--- src/lnorm_queue.sv ---
// Two-entry job queue between the front and the back.
module lnorm_queue #(
  parameter int unsigned WIDTH = 32
) (
  input  logic             clk_i,
  input  logic             rst_ni,
  input  logic             push_i,
  input  logic [WIDTH-1:0] data_i,
  input  logic             pop_i,
  output logic             valid_o,
  output logic [WIDTH-1:0] data_o
);

  logic [WIDTH-1:0] ent_q [2];
  logic             wptr_q, rptr_q;
  logic [1:0]       cnt_q;

  always_ff @(posedge clk_i or negedge rst_ni) begin
    if (!rst_ni) begin
      wptr_q <= 1'b0;
      rptr_q <= 1'b0;
      cnt_q  <= 2'd0;
    end else begin
      if (push_i) begin
        wptr_q <= ~wptr_q;
      end
      if (pop_i) begin
        rptr_q <= ~rptr_q;
      end
      cnt_q <= cnt_q + 2'(push_i) - 2'(pop_i);
    end
  end

  always_ff @(posedge clk_i) begin
    if (push_i) begin
      ent_q[wptr_q] <= data_i;
    end
  end

  assign valid_o = (cnt_q != 2'd0);
  assign data_o  = ent_q[rptr_q];

endmodule

--- config.mk ---
export PLATFORM = sky130hd
export DESIGN_NAME = lnorm_queue
export DESIGN_NICKNAME = d
export VERILOG_FILES = /design/src/lnorm_queue.sv
export SDC_FILE = /design/constraint.sdc
export NUM_CORES = 1
export LEC_CHECK = 0
export BUFFER_PORTS_ARGS = -buffer_cell sky130_fd_sc_hd__buf_2
export CORE_ASPECT_RATIO = 0.7
export CORE_MARGIN = 3
export CORE_UTILIZATION = 52
export CTS_CLUSTER_DIAMETER = 40
export CTS_CLUSTER_SIZE = 20
export DETAILED_ROUTE_END_ITERATION = 12
export HOLD_SLACK_MARGIN = 0.15
export PLACE_DENSITY = 0.9
export SLEW_MARGIN = 25
export SYNTH_ARGS = -nofsm -noshare
export SYNTH_HDL_FRONTEND = slang
export SYNTH_SLANG_ARGS = --single-unit
export TNS_END_PERCENT = 10
--- constraint.sdc ---
create_clock -name clk_i -period 2.9 [get_ports clk_i]
set_clock_uncertainty 0.1 [all_clocks]
set_input_delay 0.29 -clock clk_i [delete_from_list [all_inputs] [get_ports clk_i]]
set_output_delay 0.29 -clock clk_i [all_outputs]
set_load 0.1 [all_outputs]
### Word level (Yosys, flattened, before mapping)

Memories as Yosys holds them, arrays and structs flattened.
Cells that the tools add are included.

| cells by class | value |
|---|---|
| add/subtract/negate cells | 2 |
| muxes and demuxes | 2 |
| bitwise gates (word level) | 2 |
| reductions and logical operators | 1 |

Operators by type and width:

| cell | count |
|---|---|
| adder 2 x 1 -> 2 bit | 1 |
| two-way mux 1 bit | 2 |
| NOT 1 bit | 2 |
| nonzero test 2 bit | 1 |
| subtractor 2 x 1 -> 2 bit | 1 |

| word-level totals | value |
|---|---|
| register bits after elaboration | 4 |
| bits in writable memories | 64 |
| bits of input ports | 36 |
| memories | 1 |

Memory list:

| memory | words | bits a word | read ports | clocked after Yosys merged registers in | wr ports | RTL line | source |
|---|---|---|---|---|---|---|---|
| ent_q | 2 | 32 | 1 | 0 | 1 | 14 | `logic [WIDTH-1:0] ent_q [2];` |

### Longest topological paths before layout

Gate-level depths: netlist of the first run.

| depth | value |
|---|---|
| word-level depth | 2 |
| depth in mapped cells | 5 |
| depth with buffers taken out | 5 |

### Least setup slack after synthesis of the first run

Ideal clock, no wire load.

| timing path | value |
|---|---|
| path kind | flip-flop to flip-flop |
| start point | reg wptr_q |
| end point | mem ent_q[0][0], enable pin |
| library setup time | 0.425 ns |
| arrival time | 1.842 ns |
| required time | 2.375 ns |
| path slack | 0.533 ns |
| cell stages (with the launch flop) | 2 |
| period minus slack after synthesis | 2.367 ns |
| cell sequence | dfrtp_1 > nor2b_1 |

RTL lines:

| what | RTL line | source |
|---|---|---|
| from (decl) | 15 | `logic wptr_q, rptr_q;` |
| from (signal assigned) | 25 | `wptr_q <= ~wptr_q;` |
| to (decl) | 14 |  |

Straight into the memory's write port.

### Worst setup path in the final report of the first run

| timing path | value |
|---|---|
| start point | reg rptr_q |
| end point | out data_o[0] |

| on the way | value |
|---|---|
| cells in the longest elaborated chain, start to end | 1 |

Ends and longest elaborated chain:

| what | RTL line | source |
|---|---|---|
| from (decl) | 15 |  |
| from (signal assigned) | 28 | `rptr_q <= ~rptr_q;` |
| memory (2 x 32 bit) | - |  |
| to (decl) | 11 | `output logic [WIDTH-1:0] data_o` |

Every way passes these cells.

==> run summary, run 1 <==
* **run status** complete, no violations
* **P&R area growth vs syn** 38.5%
* **maximum number of pins on one net before global-route repair** 33
* **remaining max-slew budget at the tightest pin** 0.371
* **number of instances in the synthesized netlist** 114
* **commonest cells after routing, fill and taps aside** 68 x sky130_fd_sc_hd__buf_2, 64 x sky130_fd_sc_hd__edfxtp_1, 35 x sky130_fd_sc_hd__dlygate4sd3_1
* **critical setup path kind** register to primary output
* **Synth Net Count** 152
* **clock tree sinks** 68
* **Clk pin slew, worst setup/hold paths** 0.07 ns
* **Worst Path Required** 2.51 ns
* **DRC Markers** 0
* **routed via count divided by cell count** 4.62
* **first-pass GRT wire length** 7470 µm
* **top-area cell type share of the netlist area** 0.724
* **starting DRC count in detailed routing** 74
* **TritonCTS clock tree** yes
* **leading area contributor after synthesis** sky130_fd_sc_hd__edfxtp_1
* **global-route total usage across every layer** 0.172
* **routed length on met1** 1990 µm
* **number of antenna-violating nets in the routed design** 0
* **maximum number of buffers from clock root to sink** 2
* **cells along the critical path** buf_12 -> mux2_2 -> buf_2
* **highest fanout seen on the critical path** 20
* **arrival time at the worst endpoint** 1.94 ns
* **cell area after technology mapping** 2660 µm²
* **share of post-route cells with drive strength above 1** 0.524
* **area enclosed by the die boundary** 6010 µm²
* **PostCTS Resize Cnt** 0
* **synthesized flop and latch total** 68
* **Cell Rows** 21
* **Setup WS pre-CTS** 0.943 ns
* **sequential cell area fraction in the yosys report** 0.762
* **diode count** 0
* **max-slew violation total from the final report** 0
* **number of I/O port buffers** 68
* **dpl hpwl** 2810 µm
* **Max Cap Violations** 0
* **Setup TNS Final** 0 ns
* **RSZ-0062 raised after global routing** no
* **Filler cells** 286
* **H-Tree Depth** 3
* **worst-margin pin slew** 0.941 ns
* **mean post-synth cell area** 23.3 µm²
* **total of endpoints with negative setup slack in the final report** 0
* **placer's final routability congestion estimate** 0.676
* **IO Pins** 69
* **net count reported at finish** 264
* **Worst R2R Path Depth** 2
* **final critical delay including setup and external delays** 2.33 ns
* **CTS buffer count** 9
* **initial cell density of the core** 0.546
* **via total after detailed routing** 1,386
* **final hold violation count** 0
* **kind of path behind the tightest hold check** input pin to asynchronous set/reset pin
* **worst flop-to-flop path endpoint** ent_q[1][29]
* **core area** 4860 µm²
* **total length of routed wires** 4600 µm
* **library cell used as clock root buffer** sky130_fd_sc_hd__clkbuf_8
* **utilization of the core after routing** 0.757
* **WL/cell** 15.3 µm
* **Yosys warning count** 0
* **slowest cell on the critical path** sky130_fd_sc_hd__dfrtp_2
* **final worst path period share** 0.802
* **uppermost layer routed** met4
* **crit-path max cell delay** 0.68 ns
* **Distinct cells, synth** 13
* **number of setup buffers added after CTS** 0
* **Critical Path End Type** primary output
* **cell types with the largest area share after synthesis** sky130_fd_sc_hd__edfxtp_1 72%, sky130_fd_sc_hd__mux2_4 16%, sky130_fd_sc_hd__dfrtp_1 3.8%
* **Worst Setup Slack, final** 0.574 ns
* **antenna violations before repair** 0
* **1st-pass router iterations** 4
* **Met3 Wirelength** 400 µm
* **overall die height** 65.8 µm
* **WL met2** 2190 µm
* **clock latency on the worst-skew pair** 0.33 ns
* **category of the worst setup path launch point** register
* **width of the die** 91.4 µm
* **most frequent standard cell in the layout excluding fill and tap cells** sky130_fd_sc_hd__buf_2
* **Register-to-Register Setup Slack** 1.14 ns
* **vias in the first global route** 1,467
* **Crit Reg-Reg Startpoint** wptr_q
* **Fmax achieved** 430 MHz
* **residual overflow from global routing** 0
==> per-stage QoR <==
| step | cells | hold slack [ns] | cell area [µm²] |
|---|---|---|---|
| final | 300 | 0.174 | 3680 |
| after global routing | 300 | 0.158 | 3680 |
| after CTS | 300 | 0.160 | 3680 |
| after detailed placement | 249 | 0.00210 | 3060 |
| after global placement | 249 | -0.000846 | 3060 |
| after floorplan | 114 | -0.106 | 2660 |
==> state kept, by name, summed over array words and instances, names as in the netlist <==
name / flops
ent_q: 64
rptr_q: 1
wptr_q: 1
cnt_q: 2
==> cells in the mapped netlist (all sizes together) <==
cell type and instances:
and2 1, or2 1, mux2 32, ha 2, inv 2, nor2b 1, xor3 1, dfrtp 4
buf 4, edfxtp 64, xor2 2
==> final cells by class <==
| type | count | area (µm²) | area share |
|---|---|---|---|
| clock buffer | 13 | 179 | 0.0486 |
| multi-input combinational | 40 | 562 | 0.153 |
| timing repair buffer | 105 | 731 | 0.199 |
| clock inverter | 3 | 90.1 | 0.0245 |
| sequential | 68 | 2020 | 0.550 |
| inverter | 2 | 7.51 | 0.00204 |
| tap | 69 | 86.3 | 0.0235 |
==> cell families after synthesis <==
group                    count (synthesis)  synth area share
adder cells (fa/ha/maj)                  2           0.00942
multiplexers                            32             0.177
flip-flops                              68             0.762
AND/OR/NAND/NOR                          3           0.00707
XOR/XNOR                                 3            0.0156
buffers and inverters                    6            0.0297
==> metal layers <==
metal	vias up	global-route usage
met2	57	0.272
met5	-	0
met4	0	0.0451
li1	668	-
met3	4	0.0933
met1	657	0.207
==> how the worst max path moves through the flow <==
| stage | slack (ns) | start | endpoint | depth (start not counted) |
|---|---|---|---|---|
| 2_1_floorplan | 0.53 | wptr_q | ent_q[0][0] | 1 |
| 3_3_place_gp | 0.98 | rptr_q | data_o[0] | 3 |
| 3_5_place_dp | 0.94 | rptr_q | data_o[0] | 3 |
| 4_1_cts | 0.55 | rptr_q | data_o[0] | 3 |
| 5_1_grt | 0.50 | rptr_q | data_o[0] | 3 |
| 6_report | 0.57 | rptr_q | data_o[0] | 3 |
==> critical path: cells and delay by family (launching register included) <==
kind                   cells  cell delay, ns
muxes                      1            0.36
DFF                        1            0.68
buffers and inverters      2            0.55
==> timing repair <==
| item | 4_1_cts | 5_1_grt |
|---|---|---|
| endpoints found under the hold margin | 70 | 0 |
| setup endpoints to repair | 0 | 0 |
| hold buffers | 35 | 0 |
Power of run 1 is not shown: default switching activity piles up to over one toggle a cycle in this logic, so the estimate is an artifact.
==> inputs of run 2 (changes only) <==
Settings changed: ABC_AREA set to 1, CORE_UTILIZATION 52 to 47, PLACE_DENSITY 0.9 to 0.86.
Clock period 2.9 ns to 2.05 ns, I/O delays scaled along.
==> run 2 against run 1 <==
Net effect:
- non-clock buffer count increased by 4
- final cell count increased by 27%
- cell area increased by 8.5%
- sequential share of layout area decreased by 4.2 points
- hold slack improved by 0.29 ns
==> run summary, run 2 <==
* **run status** complete, no violations
* **first-pass GRT wire length** 8790 µm
* **cell area after technology mapping** 2700 µm²
* **WL/cell** 13.8 µm
* **max-slew violation total from the final report** 0
* **Post-synth ARST share** 0.0588
* **antenna violations before repair** 0
* **maximum number of buffers from clock root to sink** 2
* **mean post-synth cell area** 14.1 µm²
* **share of post-route cells with drive strength above 1** 0.370
* **registers with the highest flip-flop counts** ent_q (64), cnt_q (2)
* **H-Tree Depth** 3
* **CTS buffer count** 9
* **core area** 5400 µm²
* **most frequently used flop master after synthesis** sky130_fd_sc_hd__edfxtp_1
* **dpl hpwl** 3430 µm
* **number of instances in the synthesized netlist** 191
* **leading area contributor after synthesis** sky130_fd_sc_hd__edfxtp_1
* **vias in the first global route** 1,835
* **top cell types by occurrence after synthesis** 64 x sky130_fd_sc_hd__edfxtp_1, 39 x sky130_fd_sc_hd__inv_1, 39 x sky130_fd_sc_hd__nand2_1
* **final worst path period share** 0.946
* **Final Instance Area** 3990 µm²
* **most prevalent standard cell on the critical path** sky130_fd_sc_hd__buf_12
* **via total after detailed routing** 1,757
* **utilization of the core after routing** 0.740
* **sequential cell area fraction in the yosys report** 0.748
* **remaining max-slew budget at the tightest pin** 0.670
* **most frequent standard cell in the layout excluding fill and tap cells** sky130_fd_sc_hd__edfxtp_1
* **P&R area growth vs syn** 47.6%
* **number of setup buffers added after CTS** 0
* **Fmax achieved** 516 MHz
* **area enclosed by the die boundary** 6710 µm²
* **synthesized flop and latch total** 68
* **1st-pass router iterations** 4
* **final critical delay including setup and external delays** 1.94 ns
* **library cell used as clock root buffer** sky130_fd_sc_hd__clkbuf_8
* **placer's final routability congestion estimate** 0.726
* **kind of path behind the tightest hold check** register to register
* **initial cell density of the core** 0.501
* **maximum number of pins on one net before global-route repair** 34
* **routed via count divided by cell count** 4.62
* **Filler cells** 382
* **critical setup path kind** register to primary output
* **top-area cell type share of the netlist area** 0.711
* **final worst hold slack** 0.469 ns
* **total of endpoints with negative setup slack in the final report** 0
* **RSZ-0062 raised after global routing** no
* **total length of routed wires** 5250 µm
* **global-route total usage across every layer** 0.171
* **Crit Reg-Reg Startpoint** wptr_q
* **width of the die** 96.6 µm
* **clock tree sinks** 68
* **arrival time at the worst endpoint** 1.63 ns
* **count of flip-flops with a built-in enable after synthesis** 64
* **Max Cap Violations** 0
* **highest fanout seen on the critical path** 33
* **number of I/O port buffers** 68
* **crit-path max cell delay** 0.60 ns
* **Worst Setup Slack, final** 0.111 ns
* **clock latency on the worst-skew pair** 0.33 ns
* **TritonCTS clock tree** yes
* **IO Pins** 69
* **Yosys warning count** 0
* **slowest cell on the critical path** sky130_fd_sc_hd__dfrtp_4
* **cell with the most instances after synthesis** sky130_fd_sc_hd__edfxtp_1
* **Critical Path End Type** primary output
* **final hold violation count** 0
* **number of flip-flops in the largest register** 64
* **cell area after placement** 3450 µm²
* **worst-margin pin slew** 0.498 ns
* **category of the worst setup path launch point** register
* **diode count** 0
* **cells along the critical path** buf_12 -> o21ai_1 -> buf_12
* **residual overflow from global routing** 0
* **commonest cells after routing, fill and taps aside** 64 x sky130_fd_sc_hd__edfxtp_1, 46 x sky130_fd_sc_hd__buf_2, 39 x sky130_fd_sc_hd__inv_1, 39 x sky130_fd_sc_hd__nand2_1, 36 x sky130_fd_sc_hd__dlygate4sd3_1
* **number of antenna-violating nets in the routed design** 0
* **starting DRC count in detailed routing** 71
* **Setup WS pre-CTS** 0.366 ns
* **Worst Path Required** 1.75 ns
* **Distinct cells, synth** 13
* **overall die height** 69.4 µm
* **Clk pin slew, worst setup/hold paths** 0.06 ns
* **Top reg by flops** ent_q
* **cell types with the largest area share after synthesis** sky130_fd_sc_hd__edfxtp_1 71%, sky130_fd_sc_hd__o21ai_2 8.8%, sky130_fd_sc_hd__inv_1 5.4%
* **net count reported at finish** 342
* **DRC Markers** 0
* **Hold Crit Start** wptr_q
* **Synth Net Count** 229
* **Cell Rows** 22
* **launching element of the worst setup path** rptr_q
## run 2: per-layer routing
metal | GRT usage | share of wire
met3 | 0.0623 | 0.054
met1 | 0.194 | 0.41
met5 | 0 | 0
met2 | 0.297 | 0.52
met4 | 0.0607 | 0.014
## run 2: logic make-up (layout without fill, tap and decap cells)
family                   Yosys count  after routing  synth area share
buffers and inverters             46            163            0.0819
XOR/XNOR                           2              2           0.00648
AND/OR/NAND/NOR                   41             41            0.0574
adder cells (fa/ha/maj)            2              2           0.00926
AO/OA/AOI/OAI                     32             32            0.0968
flip-flops                        68             68             0.748
## run 2: area by class of cell
| cell class | count | area (µm²) | area share |
|---|---|---|---|
| Multi-Input combinational cell | 77 | 474 | 0.119 |
| Clock buffer | 11 | 131 | 0.0329 |
| Tap cell | 72 | 90.1 | 0.0226 |
| Clock inverter | 4 | 41.3 | 0.0103 |
| Inverter | 39 | 146 | 0.0367 |
| Sequential cell | 68 | 2030 | 0.508 |
| Timing Repair Buffer | 109 | 1080 | 0.271 |
## run 2: final timing paths
check | cells past startpoint | end | slack (ns)
setup / recovery | 3 | data_o[31] | 0.11
hold / removal | 1 | wptr_q | 0.47
setup reg to reg | 3 | ent_q[1][18] | 0.65
hold reg to reg | 1 | wptr_q | 0.47
max in group asynchronous | 3 | rptr_q | 0.97
min in group asynchronous | 3 | cnt_q[0] | 0.68
## run 2: per-stage QoR
stage	cells	TNS (ns)
6_report	380	0
5_1_grt	380	0
4_1_cts	380	0
3_5_place_dp	329	0
3_3_place_gp	329	0
2_1_floorplan	191	-0.437
## run 2: worst max-delay path, delay by kind of cell, from the launching register on
kind	cells	cell delay, ns
flops	1	0.60
buf+inv	2	0.43
compound gates	1	0.24
## run 2: timing repair
item / CTS / global route
hold buffers: 36 / 0
setup endpoints to repair: 1 / 0
resized for setup: 1 / 0
endpoints found under the hold margin: 71 / 0
Power of run 2 is left out for the same reason.
==> inputs of run 3 (changes only) <==
Settings changed: CORE_UTILIZATION 47 to 52, PLACE_DENSITY 0.86 to 0.9.
Clock period 2.05 ns to 1.8 ns, I/O delays scaled along.
==> run 3 against run 2 <==
Net effect:
- sequential share of layout area down 2.7 points
- core utilization up 12 points
- hold slack about the same
- worst setup slack worse by 0.036 ns
- final cell count down 0.26%
- critical path depth unchanged
- cell area up 5.6%
- die area down 8.9%
- sequential cell count unchanged
- global-route usage up 3.4 points
- first-iteration DRC count up 1.4%
- critical path type unchanged
- critical endpoint is now data_o[0]
==> run summary, run 3 (synthesis results as in run 2) <==
* **CTS buffer count** 9
* **number of flip-flops in the largest register** 64
* **maximum number of pins on one net before global-route repair** 35
* **diode count** 0
* **total of endpoints with negative setup slack in the final report** 0
* **WHS Path Cells** 1
* **overall die height** 66.3 µm
* **antenna violations before repair** 0
* **critical setup path kind** register to primary output
* **via total after detailed routing** 1,812
* **first-pass GRT wire length** 9210 µm
* **width of the die** 92.2 µm
* **number of setup buffers added after CTS** 0
* **PostCTS Resize Cnt** 0
* **number of standard cells in the layout, taps in and fillers out** 379
* **net count reported at finish** 343
* **Top reg by flops** ent_q
* **TritonCTS clock tree** yes
* **placer's final routability congestion estimate** 0.725
* **Fmax achieved** 579 MHz
* **Cell Rows** 21
* **kind of path behind the tightest hold check** register to register
* **highest fanout seen on the critical path** 31
* **area enclosed by the die boundary** 6110 µm²
* **DRC Markers** 0
* **run status** complete, no violations
* **Max Cap Violations** 0
* **core area** 4890 µm²
* **Worst R2R Path Depth** 3
* **final hold violation count** 0
* **number of I/O port buffers** 68
* **RSZ-0062 raised after global routing** no
* **P&R area growth vs syn** 55.9%
* **Worst Path Required** 1.52 ns
* **IO Pins** 69
* **number of antenna-violating nets in the routed design** 0
* **H-Tree Depth** 3
* **remaining max-slew budget at the tightest pin** 0.678
* **global-route total usage across every layer** 0.205
* **number of buffers added to fix hold violations after cts** 36
* **share of post-route cells with drive strength above 1** 0.384
* **residual overflow from global routing** 0
* **maximum number of buffers from clock root to sink** 2
* **total placed cells including tap cells** 327
* **WL/cell** 15.0 µm
* **1st-pass router iterations** 4
* **routed via count divided by cell count** 4.78
* **clock latency on the worst-skew pair** 0.32 ns
* **final worst path period share** 0.959
* **commonest cells after routing, fill and taps aside** 64 x sky130_fd_sc_hd__edfxtp_1, 39 x sky130_fd_sc_hd__inv_1, 39 x sky130_fd_sc_hd__nand2_1
* **clock tree sinks** 68
* **arrival time at the worst endpoint** 1.45 ns
* **registers with the highest flip-flop counts** ent_q (64), cnt_q (2)
* **dpl hpwl** 3640 µm
* **most frequent standard cell in the layout excluding fill and tap cells** sky130_fd_sc_hd__edfxtp_1
* **Clk pin slew, worst setup/hold paths** 0.06 ns
* **max-slew violation total from the final report** 0
* **category of the worst setup path launch point** register
* **Critical Path End Type** primary output
* **total length of routed wires** 5690 µm
* **Setup TNS Final** 0 ns
* **initial cell density of the core** 0.553
* **Filler cells** 233
* **final critical delay including setup and external delays** 1.73 ns
* **library cell used as clock root buffer** sky130_fd_sc_hd__clkbuf_8
* **vias in the first global route** 1,905
* **worst-margin pin slew** 0.486 ns
* **starting DRC count in detailed routing** 72
* **utilization of the core after routing** 0.862
[run 3: path summary, 6_finish.rpt]
kind / from / endpoint / slack [ns]
max: rptr_q / data_o[0] / 0.07
min: wptr_q / wptr_q / 0.47
max reg2reg: wptr_q / ent_q[1][21] / 0.52
min reg2reg: wptr_q / wptr_q / 0.47
max in group asynchronous: rst_ni / rptr_q / 0.72
min in group asynchronous: rst_ni / cnt_q[0] / 0.68
[run 3: per-stage QoR]
step	hold WS [ns]	instance area, µm²	setup WS [ns]
2_1_floorplan	-0.216	2710	-0.397
3_3_place_gp	-0.108	3620	0.447
3_5_place_dp	-0.0998	3620	0.452
4_1_cts	0.467	4210	0.0626
5_1_grt	0.468	4210	0.0241
6_report	0.470	4210	0.0743
[run 3: worst max-delay path, cell delays in order, from the launching register on]
cell and delay, ns:
sky130_fd_sc_hd__dfrtp_2 0.44, sky130_fd_sc_hd__buf_12 0.18, sky130_fd_sc_hd__o21ai_1 0.28, sky130_fd_sc_hd__buf_12 0.22
[run 3: per-layer routing]
layer | global-route usage | part of all wire | up-vias
met5 | 0 | 0 | -
met4 | 0.0630 | 0.011 | 0
met3 | 0.0819 | 0.078 | 8
met2 | 0.384 | 0.55 | 79
met1 | 0.213 | 0.36 | 851
li1 | - | - | 874
[run 3: layout make-up]
cell class,count,area [µm²],area share
Clock inverter,5,100,0.0238
Multi-Input combinational cell,77,474,0.113
Clock buffer,11,131,0.0312
Timing Repair Buffer,110,1250,0.297
Inverter,39,146,0.0347
Tap cell,69,86.3,0.0205
Sequential cell,68,2020,0.480
Power of run 3 is left out for the same reason.
